`src/swrr_pkg.sv`:
```
`default_nettype none

package swrr_pkg;

  // field and register widths
  localparam int TAG_W       = 8;
  localparam int SEL_W       = 3;
  localparam int COUNT_W     = 4;
  localparam int TABLE_W     = 64;
  localparam int LANE_W      = 8;
  localparam int CFG_IDX_W   = 2;
  localparam int CFG_DATA_W  = TABLE_W;

  // running weight: 13-bit two's complement, sums held in 15 bits
  localparam int RW_W        = 13;
  localparam int SUM_W       = 15;
  localparam int RW_MAX      = 4095;
  localparam int RW_MIN      = -4096;
  localparam int NO_PICK     = -1;

  localparam int DEF_MAX_ENDPOINTS = 8;
  localparam int DEF_WEIGHT_BITS   = 8;

  typedef enum logic [CFG_IDX_W-1:0] {
    REG_ACTIVE_COUNT = 2'd0,
    REG_WEIGHT_TABLE = 2'd1
  } cfg_reg_e;

  typedef enum logic [1:0] {
    ST_IDLE,
    ST_SCAN,
    ST_DONE
  } ctrl_state_e;

  // controller to datapath
  typedef struct packed {
    logic start;
    logic scan;
    logic finish;
  } swrr_cmd_t;

  // datapath to controller
  typedef struct packed {
    logic count_zero;
    logic scan_last;
    logic out_free;
  } swrr_stat_t;

  // clamp to the signed running weight range
  function automatic logic signed [RW_W-1:0] sat_rw(input logic signed [SUM_W-1:0] v);
    logic signed [RW_W-1:0] r;
    if (v > RW_MAX) begin
      r = RW_W'(RW_MAX);
    end else if (v < RW_MIN) begin
      r = RW_W'(RW_MIN);
    end else begin
      r = RW_W'(v);
    end
    return r;
  endfunction

endpackage

`default_nettype wire

```
`src/swrr_ctrl.sv`:
```
`default_nettype none

module swrr_ctrl
  import swrr_pkg::*;
(
  input  wire        clk_i,
  input  wire        rst_ni,
  input  wire        in_valid_i,
  output logic       in_stall_o,
  input  swrr_stat_t stat_i,
  output swrr_cmd_t  cmd_o
);

  ctrl_state_e state_q, state_d;
  logic        in_ready;

  always_ff @(posedge clk_i or negedge rst_ni) begin
    if (!rst_ni) begin
      state_q <= ST_IDLE;
    end else begin
      state_q <= state_d;
    end
  end

  // next state
  always_comb begin
    state_d = state_q;
    unique case (state_q)
      ST_IDLE: begin
        if (in_valid_i) begin
          state_d = stat_i.count_zero ? ST_DONE : ST_SCAN;
        end
      end
      ST_SCAN: begin
        if (stat_i.scan_last) begin
          state_d = ST_DONE;
        end
      end
      ST_DONE: begin
        if (stat_i.out_free) begin
          if (in_valid_i) begin
            state_d = stat_i.count_zero ? ST_DONE : ST_SCAN;
          end else begin
            state_d = ST_IDLE;
          end
        end
      end
      default: state_d = ST_IDLE;
    endcase
  end

  // outputs
  always_comb begin
    in_ready    = 1'b0;
    cmd_o       = '0;
    unique case (state_q)
      ST_IDLE: begin
        in_ready = 1'b1;
      end
      ST_SCAN: begin
        cmd_o.scan = 1'b1;
      end
      ST_DONE: begin
        in_ready     = stat_i.out_free;
        cmd_o.finish = stat_i.out_free;
      end
      default: begin
        in_ready = 1'b0;
      end
    endcase
    cmd_o.start = in_valid_i && in_ready;
    in_stall_o  = !in_ready;
  end

endmodule

`default_nettype wire

```
`src/swrr_datapath.sv`:
```
`default_nettype none

module swrr_datapath
  import swrr_pkg::*;
#(
  parameter int MAX_ENDPOINTS = DEF_MAX_ENDPOINTS,
  parameter int WEIGHT_BITS   = DEF_WEIGHT_BITS
) (
  input  wire                    clk_i,
  input  wire                    rst_ni,
  input  wire                    cfg_we_i,
  input  wire  [CFG_IDX_W-1:0]   cfg_index_i,
  input  wire  [CFG_DATA_W-1:0]  cfg_data_i,
  input  wire  [TAG_W-1:0]       tag_i,
  input  wire                    out_stall_i,
  input  swrr_cmd_t              cmd_i,
  output swrr_stat_t             stat_o,
  output logic                   out_valid_o,
  output logic [SEL_W-1:0]       pick_index_o,
  output logic                   status_o,
  output logic [TAG_W-1:0]       tag_out_o
);

  localparam int IDX_W = (MAX_ENDPOINTS > 1) ? $clog2(MAX_ENDPOINTS) : 1;
  localparam int CNT_W = $clog2(MAX_ENDPOINTS + 1);
  localparam int TOT_W = WEIGHT_BITS + CNT_W;
  localparam logic [COUNT_W-1:0] MAX_CNT = COUNT_W'(MAX_ENDPOINTS);

  // configuration
  logic [COUNT_W-1:0]     active_count_q;
  logic [TABLE_W-1:0]     weight_table_q;
  logic                   cfg_clear;

  // per-request working registers
  logic [IDX_W-1:0]       k_q;
  logic [IDX_W-1:0]       pick_q;
  logic [CNT_W-1:0]       n_q;
  logic [TOT_W-1:0]       total_q;
  logic signed [RW_W-1:0] best_q;
  logic [TAG_W-1:0]       tag_q;
  logic signed [RW_W-1:0] rw_q [MAX_ENDPOINTS];

  logic [CNT_W-1:0]       eff_n;
  logic [LANE_W-1:0]      lane;
  logic [WEIGHT_BITS-1:0] weight_cur;
  logic signed [RW_W-1:0] rw_cur;
  logic signed [RW_W-1:0] rw_add;
  logic signed [RW_W-1:0] rw_sub;
  logic                   pick_ok;
  logic                   better;

  assign cfg_clear = cfg_we_i && ((cfg_index_i == REG_ACTIVE_COUNT) ||
                                  (cfg_index_i == REG_WEIGHT_TABLE));

  always_ff @(posedge clk_i or negedge rst_ni) begin
    if (!rst_ni) begin
      active_count_q <= '0;
      weight_table_q <= '0;
    end else if (cfg_we_i) begin
      if (cfg_index_i == REG_ACTIVE_COUNT) begin
        active_count_q <= cfg_data_i[COUNT_W-1:0];
      end
      if (cfg_index_i == REG_WEIGHT_TABLE) begin
        weight_table_q <= cfg_data_i[TABLE_W-1:0];
      end
    end
  end

  assign eff_n = (active_count_q > MAX_CNT) ? CNT_W'(MAX_ENDPOINTS)
                                            : active_count_q[CNT_W-1:0];

  assign lane       = weight_table_q[int'(k_q) * LANE_W +: LANE_W];
  assign weight_cur = lane[WEIGHT_BITS-1:0];
  assign rw_cur     = rw_q[k_q];
  assign rw_add     = sat_rw(SUM_W'(rw_cur) + $signed(SUM_W'(weight_cur)));
  assign rw_sub     = sat_rw(SUM_W'(best_q) - $signed(SUM_W'(total_q)));
  assign better     = rw_add > best_q;
  // best starts below zero and only grows on a pick
  assign pick_ok    = !best_q[RW_W-1];

  always_ff @(posedge clk_i) begin
    if (cmd_i.start) begin
      k_q     <= '0;
      pick_q  <= '0;
      n_q     <= eff_n;
      total_q <= '0;
      best_q  <= RW_W'(NO_PICK);
      tag_q   <= tag_i;
    end else if (cmd_i.scan) begin
      k_q     <= k_q + IDX_W'(1);
      total_q <= total_q + TOT_W'(weight_cur);
      if (better) begin
        best_q <= rw_add;
        pick_q <= k_q;
      end
    end
  end

  // running weights
  always_ff @(posedge clk_i or negedge rst_ni) begin
    if (!rst_ni) begin
      for (int i = 0; i < MAX_ENDPOINTS; i++) begin
        rw_q[i] <= '0;
      end
    end else if (cfg_clear) begin
      for (int i = 0; i < MAX_ENDPOINTS; i++) begin
        rw_q[i] <= '0;
      end
    end else if (cmd_i.scan) begin
      rw_q[k_q] <= rw_add;
    end else if (cmd_i.finish && pick_ok) begin
      rw_q[pick_q] <= rw_sub;
    end
  end

  // output register
  always_ff @(posedge clk_i or negedge rst_ni) begin
    if (!rst_ni) begin
      out_valid_o <= 1'b0;
    end else if (cmd_i.finish) begin
      out_valid_o <= 1'b1;
    end else if (!out_stall_i) begin
      out_valid_o <= 1'b0;
    end
  end

  always_ff @(posedge clk_i) begin
    if (cmd_i.finish) begin
      pick_index_o <= pick_ok ? SEL_W'(pick_q) : '0;
      status_o     <= !pick_ok;
      tag_out_o    <= tag_q;
    end
  end

  always_comb begin
    stat_o.count_zero = (eff_n == '0);
    stat_o.scan_last  = (CNT_W'(k_q) == (n_q - CNT_W'(1)));
    stat_o.out_free   = !out_valid_o || !out_stall_i;
  end

endmodule

`default_nettype wire

```
`src/smooth_weighted_round_robin_top.sv`:
```
// Smooth weighted round-robin picker over up to MAX_ENDPOINTS endpoints.
// Each request beat adds every active endpoint's weight to its running weight,
// picks the largest running weight (lowest index on a tie) and takes the total
// of the active weights off the winner. Register 0 sets the active count
// (values above MAX_ENDPOINTS act as MAX_ENDPOINTS), register 1 holds eight
// 8-bit weights, entry k in bits 8k+7..8k; writing either one zeroes all
// running weights. With no active endpoint the result has status 1, index 0
// and the state stays as it was. A request for n active endpoints scans
// each entry in turn through the shared add/compare unit, then does one
// write-back step, during which the next request beat is already accepted
// when the output is free. A result beat sits in an output register, so a
// stalled output only holds the block at write-back.
`default_nettype none

module smooth_weighted_round_robin_top
  import swrr_pkg::*;
#(
  parameter int MAX_ENDPOINTS = DEF_MAX_ENDPOINTS,
  parameter int WEIGHT_BITS   = DEF_WEIGHT_BITS
) (
  input  wire                   clk_i,
  input  wire                   rst_ni,
  // configuration writes
  input  wire                   cfg_we_i,
  input  wire  [CFG_IDX_W-1:0]  cfg_index_i,
  input  wire  [CFG_DATA_W-1:0] cfg_data_i,
  // request channel
  input  wire                   in_valid_i,
  output logic                  in_stall_o,
  input  wire  [TAG_W-1:0]      tag_i,
  // result channel
  output logic                  out_valid_o,
  input  wire                   out_stall_i,
  output logic [SEL_W-1:0]      pick_index_o,
  output logic                  status_o,
  output logic [TAG_W-1:0]      tag_out_o
);

  swrr_cmd_t  cmd;
  swrr_stat_t stat;

  // sequencing: idle, one scan step per entry, write-back
  swrr_ctrl u_ctrl (
    .clk_i      (clk_i),
    .rst_ni     (rst_ni),
    .in_valid_i (in_valid_i),
    .in_stall_o (in_stall_o),
    .stat_i     (stat),
    .cmd_o      (cmd)
  );

  // registers, running weights, add/compare unit and output register
  swrr_datapath #(
    .MAX_ENDPOINTS (MAX_ENDPOINTS),
    .WEIGHT_BITS   (WEIGHT_BITS)
  ) u_datapath (
    .clk_i        (clk_i),
    .rst_ni       (rst_ni),
    .cfg_we_i     (cfg_we_i),
    .cfg_index_i  (cfg_index_i),
    .cfg_data_i   (cfg_data_i),
    .tag_i        (tag_i),
    .out_stall_i  (out_stall_i),
    .cmd_i        (cmd),
    .stat_o       (stat),
    .out_valid_o  (out_valid_o),
    .pick_index_o (pick_index_o),
    .status_o     (status_o),
    .tag_out_o    (tag_out_o)
  );

  // write-back never overruns a result beat still waiting at the output
  a_finish_slot_free: assert property (@(posedge clk_i) disable iff (!rst_ni)
    cmd.finish |-> (!out_valid_o || !out_stall_i))
    else $error("write-back while output beat still pending");

  // scan step and write-back are exclusive
  a_scan_finish_excl: assert property (@(posedge clk_i) disable iff (!rst_ni)
    $onehot0({cmd.scan, cmd.finish}))
    else $error("scan and write-back in the same cycle");

  // an empty result carries index zero
  a_empty_index_zero: assert property (@(posedge clk_i) disable iff (!rst_ni)
    (out_valid_o && status_o) |-> (pick_index_o == '0))
    else $error("empty-set result with nonzero index");

  // a finished item always shows a result beat in the next cycle
  a_finish_gives_beat: assert property (@(posedge clk_i) disable iff (!rst_ni)
    cmd.finish |=> out_valid_o)
    else $error("write-back without result beat");

endmodule

`default_nettype wire
```
`config.mk`:
```
export PLATFORM = sky130hd
export DESIGN_NAME = smooth_weighted_round_robin_top
export DESIGN_NICKNAME = d
export VERILOG_FILES = /design/src/swrr_pkg.sv /design/src/swrr_ctrl.sv /design/src/swrr_datapath.sv /design/src/smooth_weighted_round_robin_top.sv
export SDC_FILE = /design/constraint.sdc
export NUM_CORES = 1
export LEC_CHECK = 0
export BUFFER_PORTS_ARGS = -buffer_cell sky130_fd_sc_hd__buf_2
export CELL_PAD_IN_SITES_DETAIL_PLACEMENT = 1
export CELL_PAD_IN_SITES_GLOBAL_PLACEMENT = 1
export CORE_MARGIN = 2
export CORE_UTILIZATION = 35
export DETAILED_ROUTE_END_ITERATION = 12
export GPL_TIMING_DRIVEN = 0
export PLACE_DENSITY_LB_ADDON = 0.1
export SLEW_MARGIN = 10
export SYNTH_ARGS = -nofsm -noshare
export SYNTH_HDL_FRONTEND = slang
export SYNTH_SLANG_ARGS = --single-unit
```
`constraint.sdc`:
```
create_clock -name clk_i -period 12.25 [get_ports clk_i]
set_input_delay 2.45 -clock clk_i [delete_from_list [all_inputs] [get_ports clk_i]]
set_output_delay 2.45 -clock clk_i [all_outputs]
set_load 0.02 [all_outputs]
```
# Word-level counts from Yosys, hierarchy flattened
# Cells that the tools add are included.
[classes]
addsub = 5
n_lt_le_gt_ge = 10
n_eq_ne = 8
shift = 1
mux = 28
bitwise_logic = 2
n_reduce_logical = 19
[ops]
columns = ["operator", "n"]
rows = [
  ["$mux 104", 3],
  ["$bwmux 104", 2],
  ["$mux 13", 8],
  ["$demux 13 s3", 2],
  ["$shiftx 64x7->8", 1],
  ["$bmux 13 s3", 1],
  ["$gt 14x13->1 const B", 2],
  ["$lt 14x13->1 const B", 2],
  ["$add 13x9->14", 1],
  ["$sub 13x13->14", 1],
  ["$gt 13x13->1", 1],
  ["$add 12x8->12", 1],
  ["$mux 2", 5],
  ["$ge 4x4->1 const B", 2],
  ["$lt 4x1->1 const B", 2],
  ["$not 3->4", 2],
  ["$pmux 2 s3", 1],
  ["$reduce_and 2->1", 3],
  ["$logic_and 1x1->1", 5],
  ["$eq 2x1->1 const B", 2],
  ["$eq 3x4->1", 1],
  ["$gt 4x4->1 const B", 1],
  ["$logic_not 1->1", 4],
  ["$logic_not 2->1", 2],
  ["12 further kinds", 18],
]
[totals]
reg_bits = 230
in_bits = 79
output_inout_bits = 14
wordCells = 94

# Depth between registers and ports, before layout
[logic_depth]
ltp_word = 11
mapped_depth = 28
mapped_depth_nobuf = 22

# Cells and area by module
# A second synthesis with hierarchy kept.
[hier_totals]
hier_cells = 1167
hier_area_um2 = 12328.1
[by_module_without_submodules]
columns = ["mod", "n_inst", "cells_each", "area_each_um2", "seq_area_each_um2"]
rows = [
  ["swrr_datapath", 1, 1153, 12197.9, 5670.4],
  ["swrr_ctrl", 1, 14, 130.1, 50.0],
]

# Worst setup path after synthesis
# No wires, ideal clock.
[synth_timing]
kind = "register to register"
start = "register u_datapath.k_q[1]"
end = "register u_datapath.best_q[1]"
setup_ns = 0.072
arrival_time_ns = 6.019
required_ns = 12.178
path_slack_ns = 6.159
path_stages_with_launch = 28
n_path_buf = 7
period_less_slack_ns = 6.091
cell_sequence = "dfxtp_1 > buf_6 > buf_4 > buf_2 > and2_1 > clkbuf_1 > clkbuf_1 > a22oi_1 > nand4_1 > ha_1 > inv_1 > fa_1 > nor2b_1 > o21bai_1 > a211oi_1 > nor2_1 > or4b_4 > buf_6 > a21oi_4 > inv_1 > ha_1 > and4_1 > nand2_1 > o311ai_0 > a211oi_1 > nor2_1 > clkbuf_1 > mux2i_1"
[synth_via]
elab_chain_cells = 10
word_cells_on_any_way = 12
cone_classes = "add/sub: 1; order compare: 3; shift: 1; mux: 5; bitwise: 1; reduce/logical: 1"
[synth_lines]
columns = ["item", "line_no", "text"]
rows = [
  ["from (decl)", "swrr_datapath.sv:35", "logic [IDX_W-1:0] k_q;"],
  ["from (signal assigned)", "swrr_datapath.sv:90", "k_q <= k_q + IDX_W'(1);"],
  ["branches (longest 4 deep; another with $shiftx 64x7->8)", "-", ""],
  ["$add 13x9->14 *", "swrr_datapath.sv:75", "assign rw_add = sat_rw(SUM_W'(rw_cur) + $signed(SUM_W'(weight_cur)));"],
  ["$lt 14x13->1", "swrr_pkg.sv:54", "end else if (v < RW_MIN) begin"],
  ["$mux 13", "swrr_pkg.sv:54", ""],
  ["$mux 13 *", "swrr_pkg.sv:52", "if (v > RW_MAX) begin"],
  ["via u_datapath.rw_add[7]", "swrr_datapath.sv:47", "logic signed [RW_W-1:0] rw_add;"],
  ["$gt 13x13->1 *", "swrr_datapath.sv:77", "assign better = rw_add > best_q;"],
  ["$reduce_and 2->1 (no line) *", "-", ""],
  ["to (signal assigned)", "swrr_datapath.sv:87", "best_q <= RW_W'(NO_PICK);"],
  ["to (signal assigned)", "swrr_datapath.sv:93", "best_q <= rw_add;"],
  ["to (decl)", "swrr_datapath.sv:39", "logic signed [RW_W-1:0] best_q;"],
]
# Mark *: on every way through the listed nets, which the timed path passes. The select of a mux whose other input is x is not followed.
# A chain may end at the register's enable or synchronous reset.

# Worst setup path in the final report
[layout_timing]
start = "register u_datapath.k_q[1]"
end = "register u_datapath.best_q[5]"
# Same word-level chain as after synthesis.

==> impl_metrics.yaml <==
run_status:
  status: "finished, final reports clean"
yosys:
  yosys.area.top_type: "dfrtp_1"
  ys_top_cells_by_area: "dfrtp_1 36%, mux2_2 6.6%, edfxtp_1 5.9%, dfxtp_1 5.1%, o221ai_1 4.6%"
  synth-seq-cells: 230
  syn-num-nets: 1289
  synth.distinct_cells: 78
  syn_avg_cell_area_um2: 10.5
  synth-seq-area-share_pct: 46.8
  synth_edf_count: 24
  ys_warn_count: 0
  synthFlopType: "dfrtp_1"
  syn-cell-area_um2: 12200
  synth_most_common_cell: "dfrtp_1"
  synth_common_cells: "175 x dfrtp_1, 118 x nand2_1, 72 x mux2_2"
  syn_inst: 1164
  async_flop_share_pct: 76.1
  yosysTopAreaCellShare_pct: 35.8
die:
  core_um2: 34500
  dieArea_um2: 36500
  die_w_um: 191
  io_pins: 93
  initial_utilization_pct: 35.5
  die_h_um: 191
  placementRows: 68
sta:
  tightest_slew_ps: 1280
  slew_viol_final: 0
  final.setup.tns_ps: 0
  timing.final.crit_share_pct: 69.4
  skew_ps: 24.5
  rsz0062_at_grt: "false"
  hold_viol_final: 0
  fmax_mhz: 118
  slew_headroom_pct: 14.7
  min_period_ps: 8500
  setup_violations: 0
clock_tree:
  cts_resized: 0
  clk_latency_ps: 570
  root_buffer: "clkbuf_16"
  cts_setup_buffers: 0
  clk_pin_slew_ps: 60
  clockBufferDepth: 3
  cts_tree: "built"
  ctsHoldBuffers: 0
  clock_sinks: 230
  numCtsBuffers: 27
  htreeDepth: 1
cells_and_area:
  final_core_util_pct: 41.4
  area_delta_synth_final_pct: 16.5
  multiInputGateArea_um2: 6020
  diodes: 0
  fill_cells: 3856
  register_area_um2: 5720
  final_nets: 1412
  drive_above_1_share_pct: 18.9
place:
  gp_congestion: 0.882
  io_buffers: 92
  dp_hpwl_mm: 34.0
drt:
  wl_per_cell_um: 26.6
  drc: 0
  wl_mm: 46.9
  num_vias: 10406
  first_pass_iters: 5
  via_per_inst: 5.90
  drtIter0Drc: 765
  ant_nets: 0
global_route:
  antenna_found_initial: 1
  track_usage_pct: 25.8
  grt_pass1_vias: 10835
  grt_overflow: 0
  grt_max_degree: 99
  grt_pass1_wl_mm: 69.5
pwr:
  power.clock.fraction_pct: 19.7
  power.leakage_nw: 6.06
  power.density_nw_per_um2: 306
  power.internal_mw: 2.22
  p_comb_share_pct: 55.2
  swShare_pct: 48.9
  ir_drop_mv: 0.170
  pwr-share-seq_pct: 25.1
  switchingPower_mw: 2.13
  finalPower_mw: 4.35
setup_path:
  worst-path-max-fanout: 10
  start_kind: "register"
  crit_required_ps: 12720
  cp.arrival_ps: 8980
  endpoint_kind: "register"
  crit_type: "register to register"
run:
  drv_cap: 0
worst_hold_path:
  hold_class: "register to register"
path summary, 6_finish.rpt:
kind | startpoint | endpoint | slack (ps) | depth (start not counted)
max | u_datapath.k_q[1]$_SDFFE_PP0P_ | u_datapath.best_q[5]$_SDFFE_PP1P_ | 3750 | 26
min | u_datapath.tag_q[4]$_DFFE_PP_ | u_datapath.tag_out_o[4]$_DFFE_PP_ | 420 | 0
max reg2reg | u_datapath.k_q[1]$_SDFFE_PP0P_ | u_datapath.best_q[5]$_SDFFE_PP1P_ | 3750 | 26
min reg2reg | u_datapath.tag_q[4]$_DFFE_PP_ | u_datapath.tag_out_o[4]$_DFFE_PP_ | 420 | 0
max in group asynchronous | rst_ni | u_datapath.out_valid_o$_DFFE_PN0P_ | 9390 | 2
min in group asynchronous | rst_ni | u_datapath.rw_q[102]$_DFFE_PN0P_ | 1880 | 1
sequential cells by signal (all words and copies together) (netlist names):
name	count
u_datapath.k_q	3
u_datapath.rw_q	104
u_datapath.weight_table_q	64
u_datapath.pick_index_o	3
u_datapath.status_o	1
u_ctrl.state_q	2
u_datapath.pick_q	3
u_datapath.tag_out_o	8
u_datapath.total_q	12
u_datapath.active_count_q	4
u_datapath.tag_q	8
u_datapath.n_q	4
u_datapath.best_q	13
u_datapath.out_valid_o	1
kinds of logic after synthesis:
group / count (synthesis) / synth area share [%]
XOR/XNOR: 26 / 1.86
AO/OA/AOI/OAI: 340 / 21.4
multiplexers: 92 / 8.67
buffers and inverters: 120 / 4.07
flip-flops: 230 / 46.8
adder cells (fa/ha/maj): 46 / 4.89
AND/OR/NAND/NOR: 310 / 12.3
metal layers:
metal	wire (um)	vias up	GRT usage, %
met4	1330	0	7.33
met1	21200	5416	35.4
met3	2490	73	3.93
met5	0	-	0
li1	-	4649	-
met2	21800	268	42.3
power by group through the flow:
stage          registers (mW)  logic [mW]  clock network [mW]
2_1_floorplan            1.07        1.50                   0
3_3_place_gp             1.10        2.34                   0
3_5_place_dp             1.10        2.36                   0
4_1_cts                  1.09        2.38               0.870
5_1_grt                  1.12        2.59               0.900
6_report                 1.09        2.40               0.860
cell type report:
type / count / share of cell area (%)
multi-input combinational: 814 / 42.3
sequential: 230 / 40.1
clock buffer: 39 / 5.34
tap: 455 / 3.99
timing repair buffer: 94 / 3.57
buffer: 66 / 2.07
inverter: 54 / 1.42
clock inverter: 11 / 1.19
worst max-delay path, stage by stage, from the launching register on:
cell and delay (ps):
dfxtp_1 380, buf_6 170, buf_4 220, inv_1 170, nor3_2 730, clkbuf_1 770, a22oi_1 160, nand4_1 310
ha_1 260, inv_1 60, fa_1 390, nor2b_1 180, o21bai_1 130, a211oi_1 500, o21bai_1 120, a211oi_1 310
or2_1 150, clkbuf_1 540, ha_1 370, a21o_1 190, a21oi_1 150, nor2b_1 60, a2111oi_0 640, a211oi_1 370
nor2_1 250, clkbuf_1 570, mux2i_1 260
cell usage in the layout, fill, tap and decap left out, types with 50 or more instances in the layout:
master	count
buf_2	96
clkbuf_1	57
inv_1	53
a22oi_1	59
mux2_2	72
dfrtp_1	175
o221ai_1	64
o21ai_0	50
nand2_1	118
nor2_1	54
per-stage QoR:
step	area (um^2)	instances	hold slack (ps)	setup WS [ps]
2_1_floorplan	12200	1164	400	6160
3_3_place_gp	13300	1711	401	3860
3_5_place_dp	13300	1713	407	3820
4_1_cts	14300	1763	420	3800
5_1_grt	14300	1763	433	3120
6_report	14300	1763	418	3750
Note: power is estimated with default switching activity, not from simulation.
